===== config.mk =====
export PLATFORM = sky130hd
export DESIGN_NAME = power_supply_sequencer
export DESIGN_NICKNAME = d
export VERILOG_FILES = /design/src/design/pss_pkg.sv /design/src/design/power_supply_sequencer.sv
export SDC_FILE = /design/constraint.sdc
export NUM_CORES = 1
export LEC_CHECK = 0
export BUFFER_PORTS_ARGS = -buffer_cell sky130_fd_sc_hd__buf_2
export CELL_PAD_IN_SITES_DETAIL_PLACEMENT = 1
export CELL_PAD_IN_SITES_GLOBAL_PLACEMENT = 2
export CORE_MARGIN = 5
export CORE_UTILIZATION = 38
export CTS_CLUSTER_SIZE = 16
export DETAILED_ROUTE_END_ITERATION = 10
export GPL_TIMING_DRIVEN = 0
export PLACE_DENSITY_LB_ADDON = 0.3
export SKIP_CTS_REPAIR_TIMING = 1
export SLEW_MARGIN = 40
export SYNTH_ARGS = -nofsm -noshare
export SYNTH_HDL_FRONTEND = slang
export SYNTH_SLANG_ARGS = --single-unit

===== constraint.sdc =====
create_clock -name i_clk -period 15.7 [get_ports i_clk]
set_input_delay 1.57 -clock i_clk [delete_from_list [all_inputs] [get_ports i_clk]]
set_output_delay 1.57 -clock i_clk [all_outputs]
set_load 0.02 [all_outputs]

===== src/design/pss_pkg.sv =====
// Shared types, codes and reset constants for the power supply sequencer.
`default_nettype none

package pss_pkg;

    localparam int LimitW = 20;

    typedef logic [LimitW-1:0] t_limit;

    // Reset values of the timeout limit registers.
    localparam t_limit STARTUP_STEP_RESET   = 20'd120000;
    localparam t_limit STARTUP_TOTAL_RESET  = 20'd240000;
    localparam t_limit SHUTDOWN_STEP_RESET  = 20'd60000;
    localparam t_limit SHUTDOWN_TOTAL_RESET = 20'd120000;

    // Configuration register indexes.
    localparam logic [1:0] REG_STARTUP_STEP   = 2'd0;
    localparam logic [1:0] REG_STARTUP_TOTAL  = 2'd1;
    localparam logic [1:0] REG_SHUTDOWN_STEP  = 2'd2;
    localparam logic [1:0] REG_SHUTDOWN_TOTAL = 2'd3;

    // Request types.
    localparam logic [2:0] REQ_TICK      = 3'd0;
    localparam logic [2:0] REQ_COMMAND   = 3'd1;
    localparam logic [2:0] REQ_ON_TARGET = 3'd2;
    localparam logic [2:0] REQ_OFF       = 3'd3;
    localparam logic [2:0] REQ_ERROR     = 3'd4;
    localparam logic [2:0] REQ_LINK_LOST = 3'd5;

    // Command codes.
    localparam logic [1:0] CMD_CONFIGURE = 2'd0;
    localparam logic [1:0] CMD_STARTUP   = 2'd1;
    localparam logic [1:0] CMD_SHUTDOWN  = 2'd2;
    localparam logic [1:0] CMD_INTERRUPT = 2'd3;

    // Unit codes.
    localparam logic [1:0] UNIT_ARC        = 2'd0;
    localparam logic [1:0] UNIT_EXTRACTION = 2'd1;
    localparam logic [1:0] UNIT_FILAMENT   = 2'd2;
    localparam logic [1:0] UNIT_INJECTION  = 2'd3;

    // Unit commands.
    localparam logic [2:0] UC_NONE  = 3'd0;
    localparam logic [2:0] UC_START = 3'd1;
    localparam logic [2:0] UC_STOP  = 3'd2;
    localparam logic [2:0] UC_INTR  = 3'd3;
    localparam logic [2:0] UC_APPLY = 3'd4;

    // Fault codes.
    localparam logic [2:0] FLT_NONE          = 3'd0;
    localparam logic [2:0] FLT_STARTUP_STEP  = 3'd1;
    localparam logic [2:0] FLT_STARTUP_TOTAL = 3'd2;
    localparam logic [2:0] FLT_SHUTDOWN_STEP = 3'd3;
    localparam logic [2:0] FLT_SHUTDOWN_TOT  = 3'd4;
    localparam logic [2:0] FLT_UNIT_ERROR    = 3'd5;
    localparam logic [2:0] FLT_LINK_LOST     = 3'd6;

    // Phase codes as seen on the result port.
    localparam logic [3:0] PC_IDLE   = 4'd0;
    localparam logic [3:0] PC_SU_ARC = 4'd2;
    localparam logic [3:0] PC_SU_EXT = 4'd3;
    localparam logic [3:0] PC_SU_FIL = 4'd4;
    localparam logic [3:0] PC_SD_INJ = 4'd5;
    localparam logic [3:0] PC_SD_EXT = 4'd6;
    localparam logic [3:0] PC_SD_FIL = 4'd7;
    localparam logic [3:0] PC_SD_ARC = 4'd8;

    typedef enum logic [7:0] {
        PH_IDLE   = 8'b0000_0001,
        PH_SU_ARC = 8'b0000_0010,
        PH_SU_EXT = 8'b0000_0100,
        PH_SU_FIL = 8'b0000_1000,
        PH_SD_INJ = 8'b0001_0000,
        PH_SD_EXT = 8'b0010_0000,
        PH_SD_FIL = 8'b0100_0000,
        PH_SD_ARC = 8'b1000_0000
    } t_phase;

    function automatic logic [3:0] phase_code(input t_phase ph);
        logic [3:0] code;
        case (ph)
            PH_SU_ARC: code = PC_SU_ARC;
            PH_SU_EXT: code = PC_SU_EXT;
            PH_SU_FIL: code = PC_SU_FIL;
            PH_SD_INJ: code = PC_SD_INJ;
            PH_SD_EXT: code = PC_SD_EXT;
            PH_SD_FIL: code = PC_SD_FIL;
            PH_SD_ARC: code = PC_SD_ARC;
            default:   code = PC_IDLE;
        endcase
        return code;
    endfunction

    // Unit that a phase starts or stops.
    function automatic logic [1:0] phase_unit(input t_phase ph);
        logic [1:0] u;
        case (ph)
            PH_SU_EXT: u = UNIT_EXTRACTION;
            PH_SU_FIL: u = UNIT_FILAMENT;
            PH_SD_INJ: u = UNIT_INJECTION;
            PH_SD_EXT: u = UNIT_EXTRACTION;
            PH_SD_FIL: u = UNIT_FILAMENT;
            default:   u = UNIT_ARC;
        endcase
        return u;
    endfunction

endpackage

`default_nettype wire


===== src/design/power_supply_sequencer.sv =====
// Event-driven startup and shutdown sequencer for four supply units.
//
//   channel | direction | handshake                  | payload
//   --------+-----------+----------------------------+------------------------------------
//   in      | to block  | i_in_valid / o_in_stall    | i_req_type, i_command_code, i_unit
//   out     | from blk  | o_out_valid / i_out_stall  | o_phase, o_unit_command, ...
//   config  | to block  | psel/penable/pwrite/pready | paddr, pwdata, prdata
//
// Every event is decoded against the phase and the two tick counters, and its result
// lands in the output register at the edge of the transfer, so one event is taken per
// cycle while the input is not stalled. The output register holds a result while the
// consumer stalls, and only then is the input stalled. Reset is synchronous and returns
// the phase to idle, clears the counters and loads the default limits.
`default_nettype none

module power_supply_sequencer #(
    parameter int COUNT_BITS = 20
) (
    input  wire logic        i_clk,
    input  wire logic        i_rst_n,

    input  wire logic        i_in_valid,
    output      logic        o_in_stall,
    input  wire logic [2:0]  i_req_type,
    input  wire logic [1:0]  i_command_code,
    input  wire logic [1:0]  i_unit,

    output      logic        o_out_valid,
    input  wire logic        i_out_stall,
    output      logic [3:0]  o_phase,
    output      logic [2:0]  o_unit_command,
    output      logic [1:0]  o_command_target,
    output      logic        o_startup_done,
    output      logic        o_shutdown_done,
    output      logic [2:0]  o_fault,
    output      logic [1:0]  o_fault_unit,

    input  wire logic        psel,
    input  wire logic        penable,
    input  wire logic        pwrite,
    input  wire logic [3:0]  paddr,
    input  wire logic [31:0] pwdata,
    output      logic [31:0] prdata,
    output      logic        pready
);

    localparam int CmpW = (COUNT_BITS > pss_pkg::LimitW) ? COUNT_BITS : pss_pkg::LimitW;

    typedef logic [COUNT_BITS-1:0] t_count;

    // Configuration registers.
    pss_pkg::t_limit r_su_step_lim, r_su_total_lim, r_sd_step_lim, r_sd_total_lim;

    // Sequencer state.
    pss_pkg::t_phase r_phase, n_phase;
    t_count          r_step, n_step, r_total, n_total;

    // Output register.
    logic       r_out_valid;
    logic [3:0] r_phase_out;
    logic [2:0] r_ucmd, n_ucmd;
    logic [1:0] r_target, n_target;
    logic       r_su_done, n_su_done, r_sd_done, n_sd_done;
    logic [2:0] r_fault, n_fault;
    logic [1:0] r_funit, n_funit;

    logic            in_xfer, cfg_wr;
    logic            in_startup, in_shutdown, active;
    logic [1:0]      cur_unit;
    t_count          step_inc, total_inc;
    pss_pkg::t_limit step_lim, total_lim;

    assign pready     = 1'b1;
    assign cfg_wr     = psel && penable && pwrite && pready;
    assign o_in_stall = r_out_valid && i_out_stall;
    assign in_xfer    = i_in_valid && !o_in_stall;

    always_ff @(posedge i_clk) begin
        if (!i_rst_n) begin
            r_su_step_lim  <= pss_pkg::STARTUP_STEP_RESET;
            r_su_total_lim <= pss_pkg::STARTUP_TOTAL_RESET;
            r_sd_step_lim  <= pss_pkg::SHUTDOWN_STEP_RESET;
            r_sd_total_lim <= pss_pkg::SHUTDOWN_TOTAL_RESET;
        end else if (cfg_wr) begin
            case (paddr[3:2])
                pss_pkg::REG_STARTUP_STEP:   r_su_step_lim  <= pwdata[pss_pkg::LimitW-1:0];
                pss_pkg::REG_STARTUP_TOTAL:  r_su_total_lim <= pwdata[pss_pkg::LimitW-1:0];
                pss_pkg::REG_SHUTDOWN_STEP:  r_sd_step_lim  <= pwdata[pss_pkg::LimitW-1:0];
                pss_pkg::REG_SHUTDOWN_TOTAL: r_sd_total_lim <= pwdata[pss_pkg::LimitW-1:0];
                default: ;
            endcase
        end
    end

    always_comb begin
        case (paddr[3:2])
            pss_pkg::REG_STARTUP_STEP:   prdata = 32'(r_su_step_lim);
            pss_pkg::REG_STARTUP_TOTAL:  prdata = 32'(r_su_total_lim);
            pss_pkg::REG_SHUTDOWN_STEP:  prdata = 32'(r_sd_step_lim);
            pss_pkg::REG_SHUTDOWN_TOTAL: prdata = 32'(r_sd_total_lim);
            default:                     prdata = '0;
        endcase
    end

    assign in_startup = (r_phase == pss_pkg::PH_SU_ARC) || (r_phase == pss_pkg::PH_SU_EXT)
                     || (r_phase == pss_pkg::PH_SU_FIL);
    assign in_shutdown = (r_phase == pss_pkg::PH_SD_INJ) || (r_phase == pss_pkg::PH_SD_EXT)
                      || (r_phase == pss_pkg::PH_SD_FIL) || (r_phase == pss_pkg::PH_SD_ARC);
    assign active    = in_startup || in_shutdown;
    assign cur_unit  = pss_pkg::phase_unit(r_phase);
    assign step_lim  = in_startup ? r_su_step_lim : r_sd_step_lim;
    assign total_lim = in_startup ? r_su_total_lim : r_sd_total_lim;

    // Elapsed counts stick at all ones.
    assign step_inc  = (&r_step) ? r_step : r_step + 1'b1;
    assign total_inc = (&r_total) ? r_total : r_total + 1'b1;

    always_comb begin
        n_phase   = r_phase;
        n_step    = r_step;
        n_total   = r_total;
        n_ucmd    = pss_pkg::UC_NONE;
        n_target  = pss_pkg::UNIT_ARC;
        n_su_done = 1'b0;
        n_sd_done = 1'b0;
        n_fault   = pss_pkg::FLT_NONE;
        n_funit   = pss_pkg::UNIT_ARC;

        case (i_req_type)
            pss_pkg::REQ_TICK: begin
                if (active) begin
                    n_step  = step_inc;
                    n_total = total_inc;
                    // The step timeout wins when both expire on the same tick.
                    if (CmpW'(step_inc) >= CmpW'(step_lim)) begin
                        n_fault = in_startup ? pss_pkg::FLT_STARTUP_STEP
                                             : pss_pkg::FLT_SHUTDOWN_STEP;
                        n_funit = cur_unit;
                        n_phase = pss_pkg::PH_IDLE;
                    end else if (CmpW'(total_inc) >= CmpW'(total_lim)) begin
                        n_fault = in_startup ? pss_pkg::FLT_STARTUP_TOTAL
                                             : pss_pkg::FLT_SHUTDOWN_TOT;
                        n_phase = pss_pkg::PH_IDLE;
                    end
                end
            end
            pss_pkg::REQ_COMMAND: begin
                n_step  = '0;
                n_total = '0;
                case (i_command_code)
                    pss_pkg::CMD_CONFIGURE: begin
                        n_ucmd  = pss_pkg::UC_APPLY;
                        n_phase = pss_pkg::PH_IDLE;
                    end
                    pss_pkg::CMD_STARTUP: begin
                        n_ucmd   = pss_pkg::UC_START;
                        n_target = pss_pkg::UNIT_ARC;
                        n_phase  = pss_pkg::PH_SU_ARC;
                    end
                    pss_pkg::CMD_SHUTDOWN: begin
                        n_ucmd   = pss_pkg::UC_STOP;
                        n_target = pss_pkg::UNIT_INJECTION;
                        n_phase  = pss_pkg::PH_SD_INJ;
                    end
                    default: begin
                        n_ucmd  = pss_pkg::UC_INTR;
                        n_phase = pss_pkg::PH_IDLE;
                    end
                endcase
            end
            pss_pkg::REQ_ON_TARGET: begin
                if (in_startup && i_unit == cur_unit) begin
                    n_step = '0;
                    case (r_phase)
                        pss_pkg::PH_SU_ARC: begin
                            n_phase  = pss_pkg::PH_SU_EXT;
                            n_ucmd   = pss_pkg::UC_START;
                            n_target = pss_pkg::UNIT_EXTRACTION;
                        end
                        pss_pkg::PH_SU_EXT: begin
                            n_phase  = pss_pkg::PH_SU_FIL;
                            n_ucmd   = pss_pkg::UC_START;
                            n_target = pss_pkg::UNIT_FILAMENT;
                        end
                        default: begin
                            n_phase   = pss_pkg::PH_IDLE;
                            n_su_done = 1'b1;
                        end
                    endcase
                end
            end
            pss_pkg::REQ_OFF: begin
                if (in_shutdown && i_unit == cur_unit) begin
                    n_step = '0;
                    case (r_phase)
                        pss_pkg::PH_SD_INJ: begin
                            n_phase  = pss_pkg::PH_SD_EXT;
                            n_ucmd   = pss_pkg::UC_STOP;
                            n_target = pss_pkg::UNIT_EXTRACTION;
                        end
                        pss_pkg::PH_SD_EXT: begin
                            n_phase  = pss_pkg::PH_SD_FIL;
                            n_ucmd   = pss_pkg::UC_STOP;
                            n_target = pss_pkg::UNIT_FILAMENT;
                        end
                        pss_pkg::PH_SD_FIL: begin
                            n_phase  = pss_pkg::PH_SD_ARC;
                            n_ucmd   = pss_pkg::UC_STOP;
                            n_target = pss_pkg::UNIT_ARC;
                        end
                        default: begin
                            n_phase   = pss_pkg::PH_IDLE;
                            n_sd_done = 1'b1;
                        end
                    endcase
                end
            end
            pss_pkg::REQ_ERROR: begin
                if (active) begin
                    n_fault = pss_pkg::FLT_UNIT_ERROR;
                    n_funit = i_unit;
                    n_phase = pss_pkg::PH_IDLE;
                end
            end
            pss_pkg::REQ_LINK_LOST: begin
                if (active) begin
                    n_fault = pss_pkg::FLT_LINK_LOST;
                    n_ucmd  = pss_pkg::UC_INTR;
                    n_phase = pss_pkg::PH_IDLE;
                end
            end
            default: ;
        endcase

        // Idle always holds both counts at zero.
        if (n_phase == pss_pkg::PH_IDLE) begin
            n_step  = '0;
            n_total = '0;
        end
    end

    always_ff @(posedge i_clk) begin
        if (!i_rst_n) begin
            r_phase     <= pss_pkg::PH_IDLE;
            r_step      <= '0;
            r_total     <= '0;
            r_out_valid <= 1'b0;
        end else begin
            if (in_xfer) begin
                r_phase <= n_phase;
                r_step  <= n_step;
                r_total <= n_total;
            end
            if (in_xfer) begin
                r_out_valid <= 1'b1;
            end else if (!i_out_stall) begin
                r_out_valid <= 1'b0;
            end
        end
    end

    always_ff @(posedge i_clk) begin
        if (in_xfer) begin
            r_phase_out <= pss_pkg::phase_code(n_phase);
            r_ucmd      <= n_ucmd;
            r_target    <= n_target;
            r_su_done   <= n_su_done;
            r_sd_done   <= n_sd_done;
            r_fault     <= n_fault;
            r_funit     <= n_funit;
        end
    end

    assign o_out_valid      = r_out_valid;
    assign o_phase          = r_phase_out;
    assign o_unit_command   = r_ucmd;
    assign o_command_target = r_target;
    assign o_startup_done   = r_su_done;
    assign o_shutdown_done  = r_sd_done;
    assign o_fault          = r_fault;
    assign o_fault_unit     = r_funit;

endmodule

`default_nettype wire


---- Yosys cells after proc, flatten, opt, wreduce, memory -nomap -nowiden ----
Index checks and enable logic that the tools add are counted.
word-level totals
  latch bits .............................. 0
  bits in read-only memories .............. 0
  output and inout bits ................... 51
  memory bits (writable) .................. 0
  register bits ........................... 145
  memories kept ........................... 0
  word-level logic and storage cells ...... 136
  input port bits ......................... 50
operators by class
  add/subtract/negate cells ............... 2
  divide/modulo/power cells ............... 0
  multiplexer cells ....................... 54
  $lt $le $gt $ge ......................... 2
  bitwise operators ....................... 0
  reductions and logical operators ........ 33
  $mul .................................... 0
  equality and inequality tests ........... 30
  shifts and indexed selects .............. 0
operator list
  kind                   number
  $mux 20                10
  $pmux 32 s4            1
  $pmux 20 s4            1
  $mux 8                 6
  $add 20x1->20 const B  2
  $ge 20x20->1           2
  $pmux 20 s2            1
  $pmux 8 s5             1
  $reduce_and 20->1      2
  $pmux 4 s7             1
  $pmux 8 s3             1
  $mux 2                 10
  $mux 3                 6
  $pmux 3 s3             2
  $eq 8x2->1 const B     2
  $eq 8x3->1 const B     2
  $eq 8x4->1 const B     2
  $eq 8x5->1 const B     2
  $eq 8x6->1 const B     2
  $eq 8x7->1 const B     2
  $eq 8x8->1 const B     2
  $pmux 2 s2             3
  $pmux 2 s3             2
  $pmux 3 s4             1
  other kinds (24)       55

---- Logic depth before layout (Yosys ltp) ----
  depth in word-level cells ............... 12
  gate-level depth with buffers ........... 26
  mapped depth without buffers ............ 21

---- Least setup slack after synthesis ----
OpenSTA, ideal clock, no wires.
  path type ............................... reg-to-reg
  start point ............................. register r_total[3]
  end point ............................... register r_total[12]
  clock period less this slack ............ 5082 ps
  data required time ...................... 15616 ps
  buffers on the path ..................... 4
  library setup time ...................... 84 ps
  data arrival time ....................... 4997 ps
  path slack .............................. 10618 ps
  cell stages (with the launch flop) ...... 26
  path through ............................ dfxtp_1 nand4_1 nor4_1 nand2_1 or3_1 clkbuf_1 nor3b_1 and3_1 and3_1 nand3_1 xor2_1 inv_1 ha_1 a21o_1 nand3_1 a21oi_1 a2111o_1 o31ai_1 buf_2 o32ai_2 nand3_2 or2_4 buf_6 nand3b_4 buf_6 o31ai_2
on the way
  cells in the longest elaborated chain, start to end .. 10
  elaborated cells on any way between the ends .. 15
  those cells by class .................... add/sub (1); order compare (1); eq/ne (2); mux (8); reduce/logical (3)
ends and longest elaborated chain
  what                                                              line                           RTL
  from (decl)                                                       power_supply_sequencer.sv:56   t_count r_step, n_step, r_total, n_total;
  from (signal assigned)                                            power_supply_sequencer.sv:252  r_total <= n_total;
  $add 20x1->20 / $reduce_and 20->1 (equally long branches)         power_supply_sequencer.sv:116  assign total_inc = (&r_total) ? r_total : r_total + 1'b1;
  $mux 20 (*)                                                       power_supply_sequencer.sv:116
  $ge 20x20->1                                                      power_supply_sequencer.sv:140  end else if (CmpW'(total_inc) >= CmpW'(total_lim)) begin
  $mux 8                                                            power_supply_sequencer.sv:140
  $mux 8                                                            power_supply_sequencer.sv:135  if (CmpW'(step_inc) >= CmpW'(step_lim)) begin
  $mux 8                                                            power_supply_sequencer.sv:131  if (active) begin
  $pmux 8 s5                                                        power_supply_sequencer.sv:129  case (i_req_type)
  $eq 8x1->1                                                        power_supply_sequencer.sv:236  if (n_phase == pss_pkg::PH_IDLE) begin
  $ne 3x3->1 (no line) / $reduce_bool 3->1 (equally long branches)  n/a
  $reduce_and 3->1 (no line)                                        n/a
Mark *: on every way between the ends. The rest lies on a longest branch, timed or not. The select of a mux whose other input is x is not followed.
A chain may end at the register's enable or synchronous reset.

---- Worst setup path after layout ----
  start point ............................. register r_total[10]
  end point ............................... register r_step[8]
on the way
  cells in the longest elaborated chain, start to end .. 10
  elaborated cells on any way between the ends .. 15
  those cells by class .................... add/sub (1); order compare (1); eq/ne (4); mux (6); reduce/logical (3)
ends and longest elaborated chain
  what                                                              line                           RTL
  $add 20x1->20 / $reduce_and 20->1 (equally long branches)         power_supply_sequencer.sv:116
  $mux 20 (*)                                                       power_supply_sequencer.sv:116
  $ge 20x20->1 (*)                                                  power_supply_sequencer.sv:140
  $mux 8 (*)                                                        power_supply_sequencer.sv:140
  $mux 8 (*)                                                        power_supply_sequencer.sv:135
  $mux 8 (*)                                                        power_supply_sequencer.sv:131
  $pmux 8 s5 (*)                                                    power_supply_sequencer.sv:129
  $eq 8x1->1 (*)                                                    power_supply_sequencer.sv:236
  $ne 3x3->1 (no line) / $reduce_bool 5->1 (equally long branches)  n/a
  $reduce_and 5->1 (no line)                                        n/a
  to (signal assigned)                                              power_supply_sequencer.sv:251  r_step <= n_step;
  to (decl)                                                         power_supply_sequencer.sv:56
Mark *: on every way between the ends. The rest lies on a longest branch, timed or not.

==> metrics.md <==
| Metric | Value |
|---|---|
| Overall Power | `roughly 920 uW` |
| DR vias/cell | `5.586` |
| Crit path max fanout | `10` |
| Hold depth | `2` |
| Final Wtd Congestion | `between 0.8 and 0.9` |
| Met2 Use GR | `38.86%` |
| Crit path capture type | `register` |
| Fin Setup TNS | `0 ps` |
| First-pass DRT Iterations | `4` |
| Max incr delay on CP | `around 500 ps` |
| # Max-Cap Violations | `0` |
| Layout Utilization | `44.43%` |
| P_leak | `a little over 4 nW` |
| Avg Cell Area, Syn | `roughly 8.2 um2` |
| Initial Util | `38.43%` |
| Buffers added on ports | `70` |
| Setup slack after layout | `around 9300 ps` |
| Reg clk slew, reported paths | `roughly 80 ps` |
| Required time worst endpoint | `about 16000 ps` |
| WP buf/inv | `6` |
| # clock sinks | `approximately 150` |
| CTS buffer count | `17` |
| First-pass GRT wire length | `48.25 mm` |
| Clock Skew | `approximately 22 ps` |
| Antenna violations before repair | `0` |
| Area share of the largest cell type after synthesis | `around 29%` |
| H-tree depth | `4` |
| Post-Syn Area | `0.008967 mm2` |
| Worst path depth | `26` |
| I/O pins | `101` |
| # rows | `between 50 and 60` |
| CTS tree | `done` |
| Die X | `163.6 um` |
| Power Density | `between 80 and 90 mW/mm2` |
| Initial DRC Count | `between 300 and 400` |
| Critical path arrival | `a little under 7000 ps` |
| Number of global-route vias before repair | `around 8600` |
| DP HPWL | `around 23 mm` |
| Via count | `approximately 8500` |
| Max frequency | `~160 MHz` |
| M3 GR Usage | `under 10%` |
| CTS root buf | `clkbuf_16` |
| Peak supply drop | `0.07435 mV` |
| Die Area | `0.02677 mm2` |
| Startpoint types | `register` |
| Synthesized flop and latch total | `145` |
| Antenna Diode Count | `0` |
| Top cells by area, synth | `dfxtp_1 29%, nand2_1 9.7%, ha_1 6.6%, edfxtp_1 5.4%, mux4_2 5.0%` |
| Pre-CTS setup slack | `roughly 9400 ps` |
| Top Family by Delay on Critical Path | `simple AND/OR/NAND/NOR gates` |
| Critical setup path kind | `reg -> reg` |
| Total GRT Usage | `about a quarter` |
| Worst-margin pin slew | `888.2 ps` |
| Largest area contributor in the netlist | `dfxtp_1` |
| YS warnings | `0` |
| Top_reg_cell synth | `dfxtp_1` |
| Number of synthesized flops with an enable pin | `16` |
| Run status | `finished, final reports clean` |
| RSZ-0062 raised after global routing | `false` |
| Antenna Violating Nets Remaining | `0` |
| Nets | `1284` |
| Worst-Skew Late Latency | `about 450 ps` |
| Final Setup Violations | `0` |
| Post-synth cell types | `69` |
| Final Cycle Share | `about two fifths` |
| Pin count of the biggest net entering global routing | `26` |
| DRC errors left | `0` |
| Clk buf depth | `2` |
| Final WL | `31.12 mm` |
| Cells after Synth | `roughly 1100` |
| Grt peak-use layer | `met2` |
| Area grow syn2layout | `15.61%` |
| Register area share after synthesis | `34.16%` |
| FFs w/ async S/R, synth | `0%` |
| Die height | `around 160 um` |
| Worst slew margin | `between 40% and 50%` |
| Grt met1 use | `a little under a third` |
| Final Critical Period | `between 6000 and 7000 ps` |
| Final hold violation count | `0` |
| Worst path slowest cell | `nor4_1` |
| Worst reg2reg path depth | `26` |
| Hold crit path type | `reg -> reg` |
| Core region area | `0.02333 mm2` |
| Crit path top cell by count | `nand3_1` |
| Remaining Overflow, GRT | `0` |
| Final Slew Violations | `0` |
| Layout cells sized above 1 | `around 16%` |
| Detailed-route wire length per cell | `a little over 20 um` |
-- Yosys cell counts, drive strengths merged (7+ instances only) --
cell type / number
dfxtp: 129
nor3: 9
or3: 10
and3: 16
nor2b: 8
clkbuf: 52
o31ai: 15
nor2: 47
o21ai: 59
xor2: 14
nand4: 29
xnor2: 20
nand3: 85
nand2b: 12
nor4: 8
a21oi: 76
a211oi: 15
nand2: 232
inv: 13
mux2i: 41
ha: 47
o21a: 7
buf: 30
mux2: 8
mux4: 20
edfxtp: 16
-- cells in the final DEF (no fill, tap or decap), types with 6 or more instances in the layout --
cell | synthesis | final
and3_1 | 16 | 16
nand3_1 | 84 | 84
nor3_1 | 9 | 9
and2_1 | 6 | 6
nand4_1 | 29 | 29
a21o_1 | 6 | 6
edfxtp_1 | 16 | 16
o21a_1 | 7 | 7
mux2_2 | 8 | 8
or3_1 | 9 | 9
ha_1 | 47 | 47
buf_4 | 13 | 13
clkbuf_1 | 52 | 47
mux2i_1 | 41 | 41
xor2_1 | 14 | 14
clkbuf_16 | 0 | 17
o21ai_0 | 56 | 56
nor2b_1 | 8 | 8
xnor2_1 | 20 | 20
a21oi_1 | 75 | 75
dfxtp_1 | 129 | 129
nand2b_1 | 12 | 12
o31ai_1 | 10 | 10
a211oi_1 | 13 | 13
nand2_1 | 232 | 232
conb_1 | 2 | 13
nor2_1 | 47 | 47
mux4_2 | 20 | 20
inv_1 | 13 | 13
buf_2 | 9 | 81
-- per-layer routing --
metal | up-vias | share of wire, %
li1 | 4062 | -
met1 | 4169 | 46
met2 | 216 | 47
met3 | 38 | 5.0
met4 | 0 | 2.2
met5 | - | 0
-- layout make-up --
| cell class | count | area (um2) |
|---|---|---|
| buffer | 82 | 406.6 |
| fill | 2863 | 12960 |
| clock inverter | 15 | 163.9 |
| tap | 319 | 399.1 |
| multi-input combinational | 857 | 5507 |
| inverter | 14 | 52.55 |
| timing repair buffer | 70 | 350.3 |
| sequential | 145 | 3063 |
| clock buffer | 17 | 425.4 |
-- flip-flops by register name, indices dropped and copies added, names as in the netlist --
register,cells
o_startup_done,1
o_unit_command,3
o_phase,4
o_fault_unit,2
o_command_target,2
r_total,20
o_fault,3
o_shutdown_done,1
r_sd_step_lim,20
r_step,20
r_su_step_lim,20
r_phase,8
o_out_valid,1
r_su_total_lim,20
r_sd_total_lim,20
-- kinds of logic after synthesis --
group	share of synthesized area [%]
XOR/XNOR	3.321
AND/OR/NAND/NOR	25.53
adder cells (fa/ha/maj)	6.558
buffers and inverters	5.023
other	0.08375
flip-flops	34.16
AO/OA/AOI/OAI	14.72
multiplexers	10.60
-- path summary, 6_finish.rpt --
check / from / slack (ps) / endpoint
max reg2reg: r_total[10] / 9340 / r_step[8]
min reg2reg: r_su_total_lim[18] / 470 / r_su_total_lim[18]
max: r_total[10] / 9340 / r_step[8]
min: r_su_total_lim[18] / 470 / r_su_total_lim[18]
-- per-stage QoR --
stage	hold slack (ps)	cell area, um2	std cells
detailed placement	460.7	9777	1487
global route	499.1	10370	1519
floorplan	442.9	9009	1098
global placement	454.6	9758	1487
CTS	471.0	10370	1519
finish	472.1	10370	1519
-- worst min-delay path: cells and delay by family (launching register included) --
kind,cells,cell delay [ps]
simple gates,1,50
flops,1,320
compound gates,1,50
-- power by group --
| part | internal, mW | total (mW) | leakage, nW | switching, mW |
|---|---|---|---|---|
| sequential | 0.381 | 0.386 | 1.21 | 0.00414 |
| clock | 0.213 | 0.413 | 0.283 | 0.200 |
| combinational | 0.0400 | 0.123 | 2.54 | 0.0829 |
Power figures use the tool's default switching activity.
